==> src/sv/e2c_pkg.sv <==
// Shared constants, payload types and arithmetic helpers for the
// equirectangular to cubemap lookup pipeline. No dependencies.
package e2c_pkg;

  localparam int MAX_HEIGHT = 2048;
  localparam int FRAC_BITS  = 17;
  localparam int ANG_BITS   = 20;

  localparam int H_W    = 12;
  localparam int ROW_W  = 11;
  localparam int COL_W  = 12;
  localparam int FACE_W = 3;

  localparam logic [H_W-1:0] H_RESET = H_W'(1024);
  localparam logic [H_W-1:0] H_MIN   = H_W'(2);
  localparam logic [H_W-1:0] H_MAX   = H_W'(MAX_HEIGHT);

  // angle divider: numerator is col (or row) shifted up by ANG_BITS
  localparam int ANG_NUM_W     = COL_W + ANG_BITS;
  localparam int DVS_W         = $clog2(2 * MAX_HEIGHT);
  localparam int ANG_PER_STAGE = 2;
  localparam int ANG_STAGES    = ANG_NUM_W / ANG_PER_STAGE;

  // cordic
  localparam int CORDIC_ITERS     = 20;
  localparam int CORDIC_PER_STAGE = 2;
  localparam int CORDIC_STAGES    = CORDIC_ITERS / CORDIC_PER_STAGE;
  localparam int TRIG_W           = FRAC_BITS + 3;
  localparam int Z_W              = ANG_BITS + 1;
  localparam longint GAIN_Q30     = 652032874;
  localparam logic signed [TRIG_W-1:0] CORDIC_K = TRIG_W'(GAIN_Q30 >> (30 - FRAC_BITS));

  // component magnitudes and face ratio
  localparam int MAG_W  = TRIG_W;
  localparam int PROD_W = 2 * MAG_W;
  localparam int AX_W   = PROD_W - FRAC_BITS;
  localparam int AB_W   = AX_W + 1;
  localparam int SAB_W  = AB_W + 1;
  localparam int NUM_W  = H_W + AB_W;
  localparam int DEN_W  = AX_W + 1;
  localparam int Q_W    = H_W;
  localparam int REM_W  = NUM_W - Q_W;
  localparam int RAT_PER_STAGE = 2;
  localparam int RAT_STAGES    = Q_W / RAT_PER_STAGE;

  localparam logic [FACE_W-1:0] FACE_XP = FACE_W'(0);
  localparam logic [FACE_W-1:0] FACE_XN = FACE_W'(1);
  localparam logic [FACE_W-1:0] FACE_YP = FACE_W'(2);
  localparam logic [FACE_W-1:0] FACE_YN = FACE_W'(3);
  localparam logic [FACE_W-1:0] FACE_ZP = FACE_W'(4);
  localparam logic [FACE_W-1:0] FACE_ZN = FACE_W'(5);

  typedef enum logic [1:0] {
    QUAD_I   = 2'd0,
    QUAD_II  = 2'd1,
    QUAD_III = 2'd2,
    QUAD_IV  = 2'd3
  } quad_e;

  typedef struct packed {
    logic [H_W-1:0]      h;
    logic [ANG_BITS-1:0] t;
    logic [ANG_BITS-1:0] p;
  } ang_t;

  typedef struct packed {
    logic signed [TRIG_W-1:0] x;
    logic signed [TRIG_W-1:0] y;
    logic signed [Z_W-1:0]    z;
  } cvec_t;

  typedef struct packed {
    logic [H_W-1:0]           h;
    logic signed [TRIG_W-1:0] st;
    logic signed [TRIG_W-1:0] ct;
    logic signed [TRIG_W-1:0] sp;
    logic signed [TRIG_W-1:0] cp;
  } trig_t;

  typedef struct packed {
    logic [H_W-1:0]    h;
    logic [FACE_W-1:0] face;
    logic              zero;
    logic [NUM_W-1:0]  nx;
    logic [NUM_W-1:0]  ny;
    logic [DEN_W-1:0]  den;
  } ratio_t;

  typedef struct packed {
    logic [FACE_W-1:0] face;
    logic [H_W-1:0]    fx;
    logic [H_W-1:0]    fy;
  } res_t;

  // arctangent of 2^-i in 2^-20 turn units
  function automatic logic signed [Z_W-1:0] atan_turn(int i);
    case (i)
      0:       return Z_W'(131072);
      1:       return Z_W'(77376);
      2:       return Z_W'(40884);
      3:       return Z_W'(20753);
      4:       return Z_W'(10417);
      5:       return Z_W'(5213);
      6:       return Z_W'(2607);
      7:       return Z_W'(1304);
      8:       return Z_W'(652);
      9:       return Z_W'(326);
      10:      return Z_W'(163);
      11:      return Z_W'(81);
      12:      return Z_W'(41);
      13:      return Z_W'(20);
      14:      return Z_W'(10);
      15:      return Z_W'(5);
      16:      return Z_W'(3);
      17:      return Z_W'(1);
      18:      return Z_W'(1);
      default: return Z_W'(0);
    endcase
  endfunction

  function automatic cvec_t cordic_iter(cvec_t v, int i);
    cvec_t r;
    logic signed [TRIG_W-1:0] dx;
    logic signed [TRIG_W-1:0] dy;
    dx = v.y >>> i;
    dy = v.x >>> i;
    if (!v.z[Z_W-1]) begin
      r.x = v.x - dx;
      r.y = v.y + dy;
      r.z = v.z - atan_turn(i);
    end else begin
      r.x = v.x + dx;
      r.y = v.y - dy;
      r.z = v.z + atan_turn(i);
    end
    return r;
  endfunction

  function automatic logic [MAG_W-1:0] mag(logic signed [TRIG_W-1:0] v);
    return v[TRIG_W-1] ? MAG_W'(-v) : MAG_W'(v);
  endfunction

endpackage

==> src/sv/e2c_ratio_div.sv <==
// Pipelined restoring divider for face_x and face_y, two quotient bits per
// stage, plus the result register. Depends on e2c_pkg.
module e2c_ratio_div (
  input  logic            clk_i,
  input  logic            rst_ni,
  input  logic            en_i,
  input  logic            valid_i,
  input  e2c_pkg::ratio_t ratio_i,
  output logic            valid_o,
  output e2c_pkg::res_t   res_o
);

  typedef struct packed {
    logic [e2c_pkg::H_W-1:0]    h;
    logic [e2c_pkg::FACE_W-1:0] face;
    logic                       zero;
    logic [e2c_pkg::DEN_W-1:0]  den;
    logic [e2c_pkg::Q_W-1:0]    lx;
    logic [e2c_pkg::Q_W-1:0]    ly;
    logic [e2c_pkg::REM_W-1:0]  rx;
    logic [e2c_pkg::REM_W-1:0]  ry;
    logic [e2c_pkg::Q_W-1:0]    qx;
    logic [e2c_pkg::Q_W-1:0]    qy;
  } rstage_t;

  rstage_t                       seed;
  rstage_t                       st_q [0:e2c_pkg::RAT_STAGES];
  rstage_t                       st_d [1:e2c_pkg::RAT_STAGES];
  logic [e2c_pkg::RAT_STAGES:0]  v_q;
  e2c_pkg::res_t                 res_d, res_q;
  logic                          vr_q;

  function automatic logic [e2c_pkg::REM_W:0] div_step(
    logic [e2c_pkg::REM_W-1:0] r, logic [e2c_pkg::DEN_W-1:0] d, logic b);
    logic [e2c_pkg::REM_W:0] sh;
    sh = {r, b};
    if (sh >= {1'b0, d}) begin
      return {1'b1, e2c_pkg::REM_W'(sh - {1'b0, d})};
    end
    return {1'b0, sh[e2c_pkg::REM_W-1:0]};
  endfunction

  // quotient never exceeds H, so the top numerator bits already sit below den
  always_comb begin
    seed.h    = ratio_i.h;
    seed.face = ratio_i.face;
    seed.zero = ratio_i.zero;
    seed.den  = ratio_i.den;
    seed.lx   = ratio_i.nx[e2c_pkg::Q_W-1:0];
    seed.ly   = ratio_i.ny[e2c_pkg::Q_W-1:0];
    seed.rx   = ratio_i.nx[e2c_pkg::NUM_W-1:e2c_pkg::Q_W];
    seed.ry   = ratio_i.ny[e2c_pkg::NUM_W-1:e2c_pkg::Q_W];
    seed.qx   = '0;
    seed.qy   = '0;
  end

  always_comb begin
    logic [e2c_pkg::REM_W:0] sx, sy;
    int                      k;
    for (int s = 1; s <= e2c_pkg::RAT_STAGES; s++) begin
      st_d[s] = st_q[s-1];
      for (int j = 0; j < e2c_pkg::RAT_PER_STAGE; j++) begin
        k  = e2c_pkg::Q_W - 1 - ((s - 1) * e2c_pkg::RAT_PER_STAGE + j);
        sx = div_step(st_d[s].rx, st_d[s].den, st_d[s].lx[k]);
        sy = div_step(st_d[s].ry, st_d[s].den, st_d[s].ly[k]);
        st_d[s].rx = sx[e2c_pkg::REM_W-1:0];
        st_d[s].ry = sy[e2c_pkg::REM_W-1:0];
        st_d[s].qx = {st_d[s].qx[e2c_pkg::Q_W-2:0], sx[e2c_pkg::REM_W]};
        st_d[s].qy = {st_d[s].qy[e2c_pkg::Q_W-2:0], sy[e2c_pkg::REM_W]};
      end
    end
  end

  // zero direction: face X+, both indices at the face center
  always_comb begin
    if (st_q[e2c_pkg::RAT_STAGES].zero) begin
      res_d.face = e2c_pkg::FACE_XP;
      res_d.fx   = st_q[e2c_pkg::RAT_STAGES].h >> 1;
      res_d.fy   = st_q[e2c_pkg::RAT_STAGES].h >> 1;
    end else begin
      res_d.face = st_q[e2c_pkg::RAT_STAGES].face;
      res_d.fx   = e2c_pkg::H_W'(st_q[e2c_pkg::RAT_STAGES].qx);
      res_d.fy   = e2c_pkg::H_W'(st_q[e2c_pkg::RAT_STAGES].qy);
    end
  end

  always_ff @(posedge clk_i or negedge rst_ni) begin
    if (!rst_ni) begin
      v_q  <= '0;
      vr_q <= 1'b0;
    end else if (en_i) begin
      v_q  <= {v_q[e2c_pkg::RAT_STAGES-1:0], valid_i};
      vr_q <= v_q[e2c_pkg::RAT_STAGES];
    end
  end

  always_ff @(posedge clk_i) begin
    if (en_i) begin
      st_q[0] <= seed;
      for (int s = 1; s <= e2c_pkg::RAT_STAGES; s++) begin
        st_q[s] <= st_d[s];
      end
      res_q <= res_d;
    end
  end

  assign valid_o = vr_q;
  assign res_o   = res_q;

endmodule

==> config.mk <==
export PLATFORM = sky130hd
export DESIGN_NAME = e2c_ratio_div
export DESIGN_NICKNAME = d
export VERILOG_FILES = /design/src/sv/e2c_pkg.sv /design/src/sv/e2c_ratio_div.sv
export SDC_FILE = /design/constraint.sdc
export NUM_CORES = 2
export LEC_CHECK = 0
export BUFFER_PORTS_ARGS = -buffer_cell sky130_fd_sc_hd__buf_4
export CORE_MARGIN = 5
export CORE_UTILIZATION = 45
export DETAILED_ROUTE_END_ITERATION = 8
export PLACE_DENSITY = 0.6
export RECOVER_POWER = 25
export SETUP_SLACK_MARGIN = 0.02
export SKIP_CTS_REPAIR_TIMING = 1
export SLEW_MARGIN = 5
export SYNTH_ARGS = -nofsm -noshare
export SYNTH_HDL_FRONTEND = slang
export SYNTH_SLANG_ARGS = --single-unit
export TNS_END_PERCENT = 30
==> constraint.sdc <==
create_clock -name clk_i -period 13.7 [get_ports clk_i]
set_input_delay 2.74 -clock clk_i [delete_from_list [all_inputs] [get_ports clk_i]]
set_output_delay 2.74 -clock clk_i [all_outputs]
set_load 0.05 [all_outputs]
==> impl_metrics.json <==
{
  "worstHoldPathType": "flip-flop to flip-flop",
  "synth_area_leaders": "edfxtp_1 40%, ha_1 13%, mux2_2 6.9%",
  "synth_compound_area_frac": 0.175,
  "ctsHtreeMaxLevel": 3,
  "track_usage": 0.229,
  "core_mm2": 0.122,
  "yosys_warnings": 0,
  "ys_types": 94,
  "finalHoldViolCount": 0,
  "ys_seq_area_frac": 0.401,
  "drv_cap": 0,
  "fillers": 11100,
  "drive_gt1_frac": 0.131,
  "synthSimpleGateAreaFrac": 0.108,
  "tritoncts": "built",
  "ys_seq_elements": 740,
  "max_clock_freq_mhz": 128,
  "cts_made_buffers": 84,
  "grt_antenna_before_repair": 0,
  "grt_max_degree": 159,
  "yosys.area.top_type_share": 0.398,
  "syn_inst": 5316,
  "grt_pass1_vias": 40600,
  "synthesis.nets": 6030,
  "vias": 41300,
  "clockRootBuffer": "clkbuf_16",
  "outcome": "complete, no violations",
  "drc": 0,
  "synthMuxAreaShare": 0.0794,
  "layout_commonest_cell": "edfxtp_1",
  "fin_tns_setup_ns": 0,
  "syn_area_mm2": 0.0552,
  "nets": 6193,
  "first_pass_iters": 7,
  "path_max_fanout": 17,
  "io_pins": 144,
  "rows": 128,
  "synth_top_area_cell": "edfxtp_1",
  "grt_pass1_wl_um": 233000,
  "wl_per_cell_um": 21.4,
  "dieArea_mm2": 0.130,
  "initial_core_util": 0.453,
  "maxSlewHeadroom": 0.251,
  "fin_skew_ns": 0.0274,
  "drt-initial-drc-count": 2867,
  "crit_arrival_ns": 8.23,
  "area_growth_pct": 10.3,
  "wl_um": 154000,
  "gr-total-overflow": 0,
  "instances_no_fill": 7168,
  "cp-start-kind": "flip-flop",
  "fin_crit_ns": 7.82,
  "tightest_slew_ns": 1.12,
  "async_flop_share": 0.0108,
  "die-height_um": 360,
  "clock-sinks": 740,
  "die_x_um": 360,
  "synth-edff-count": 732,
  "synth_top_family_by_area": "compound AO/OA/AOI/OAI gates",
  "io_buffer_count": 142,
  "drv_slew": 0,
  "postSynthAreaPerCell_um2": 10.4,
  "ant_nets": 0,
  "via_per_inst": 5.76,
  "synthAdderAreaFrac": 0.138,
  "gp_congestion": 0.967,
  "mostFrequentLayoutCells": "732 x edfxtp_1, 576 x ha_1, 440 x a21oi_1, 356 x inv_1, 345 x nor2_1",
  "path_clk_slew_ns": 0.06,
  "cp.required_ns": 14.11,
  "numPlacedInstances": 7018,
  "synthXorXnorAreaFrac": 0.0645,
  "clk_latency_ns": 0.69,
  "worstSetupEndpointType": "flip-flop",
  "rsz0062_at_grt": "no",
  "dp_hpwl_um": 123000,
  "setup_viol": 0,
  "synth_ff_type": "edfxtp_1",
  "cts_buffer_depth": 3,
  "timing.final.crit_share": 0.571,
  "critPathKind": "flip-flop to flip-flop",
  "n_antenna_cell": 0
}
[layer usage]
metal | track usage | up-vias | wire length, um | share of wire
met5 | 0 | - | 0 | 0
met4 | 0.116 | 0 | 8960 | 0.058
met3 | 0.0241 | 289 | 4790 | 0.031
met2 | 0.411 | 911 | 76200 | 0.50
met1 | 0.273 | 19700 | 63600 | 0.41
li1 | - | 20400 | - | -
[sequential cells by signal, summed over array words and instances (netlist names)]
register  flops
st_q        705
res_o        27
v_q           7
valid_o       1
[final timing paths]
| path | startpoint | end | slack [ns] | depth (start not counted) |
|---|---|---|---|---|
| min in group asynchronous | rst_ni | v_q[0]$_DFFE_PN0P_ | 1.96 | 1 |
| max | st_q[4][97]$_DFFE_PP_ | st_q[5][44]$_DFFE_PP_ | 5.88 | 23 |
| max in group asynchronous | rst_ni | v_q[6]$_DFFE_PN0P_ | 11.44 | 1 |
| min reg2reg | st_q[2][135]$_DFFE_PP_ | st_q[3][135]$_DFFE_PP_ | 0.41 | 0 |
| min | st_q[2][135]$_DFFE_PP_ | st_q[3][135]$_DFFE_PP_ | 0.41 | 0 |
| max reg2reg | st_q[4][97]$_DFFE_PP_ | st_q[5][44]$_DFFE_PP_ | 5.88 | 23 |
[kinds of logic after synthesis]
group	after synthesis
buffers and inverters	459
adder cells (fa/ha/maj)	598
AND/OR/NAND/NOR	1228
flip-flops	740
XOR/XNOR	407
multiplexers	387
AO/OA/AOI/OAI	1497
[critical path, stage by stage (launching register included)]
cell and delay, ns:
edfxtp_1 0.50, inv_1 0.52, ha_1 0.35, nor2b_1 0.15, o31ai_1 0.39, a21oi_1 0.18, a311oi_2 0.52, a211oi_1 0.18
o211ai_1 0.39, a31oi_4 0.31, buf_4 0.32, mux2i_1 0.39, ha_1 0.20, nor2b_1 0.17, o211ai_1 0.13, a31oi_1 0.40
a2111oi_0 0.26, o21ai_0 0.29, nand2_1 0.09, o31ai_1 0.34, a31oi_1 0.22, o21ai_2 0.42, buf_4 0.39, mux2_2 0.42
[cell usage after synthesis (103+ instances only)]
cell type,number
a21o_1,221
a21oi_1,441
edfxtp_1,732
ha_1,576
inv_1,356
mux2_2,337
nand2_1,278
nand3_1,103
nor2_1,346
o21ai_0,303
xnor2_1,294
xor2_1,113
[area by class of cell]
type / instances / area, um2 / share of cell area
inverters: 359 / 1350 / 0.0221
clock inverters: 54 / 567 / 0.00930
repair buffers: 177 / 1350 / 0.0221
multi-input cells: 4117 / 31300 / 0.514
clock buffers: 96 / 2150 / 0.0352
well taps: 1625 / 2030 / 0.0334
flip-flops and latches: 740 / 22200 / 0.364
[stage by stage]
stage | worst slack, ns | hold slack [ns] | area (um2) | util
detailed placement | 5.87 | 0.405 | 58200 | 0.478
floorplan | 7.78 | 0.400 | 55200 | -
global placement | 5.94 | 0.400 | 58200 | 0.478
finish | 5.88 | 0.409 | 60900 | 0.500
global route | 5.43 | 0.417 | 60900 | 0.500
CTS | 5.82 | 0.411 | 60900 | 0.500
Power is left out: the tool's default activity adds up to more than one toggle a clock period on the data nets, which glitch-free logic cannot reach.
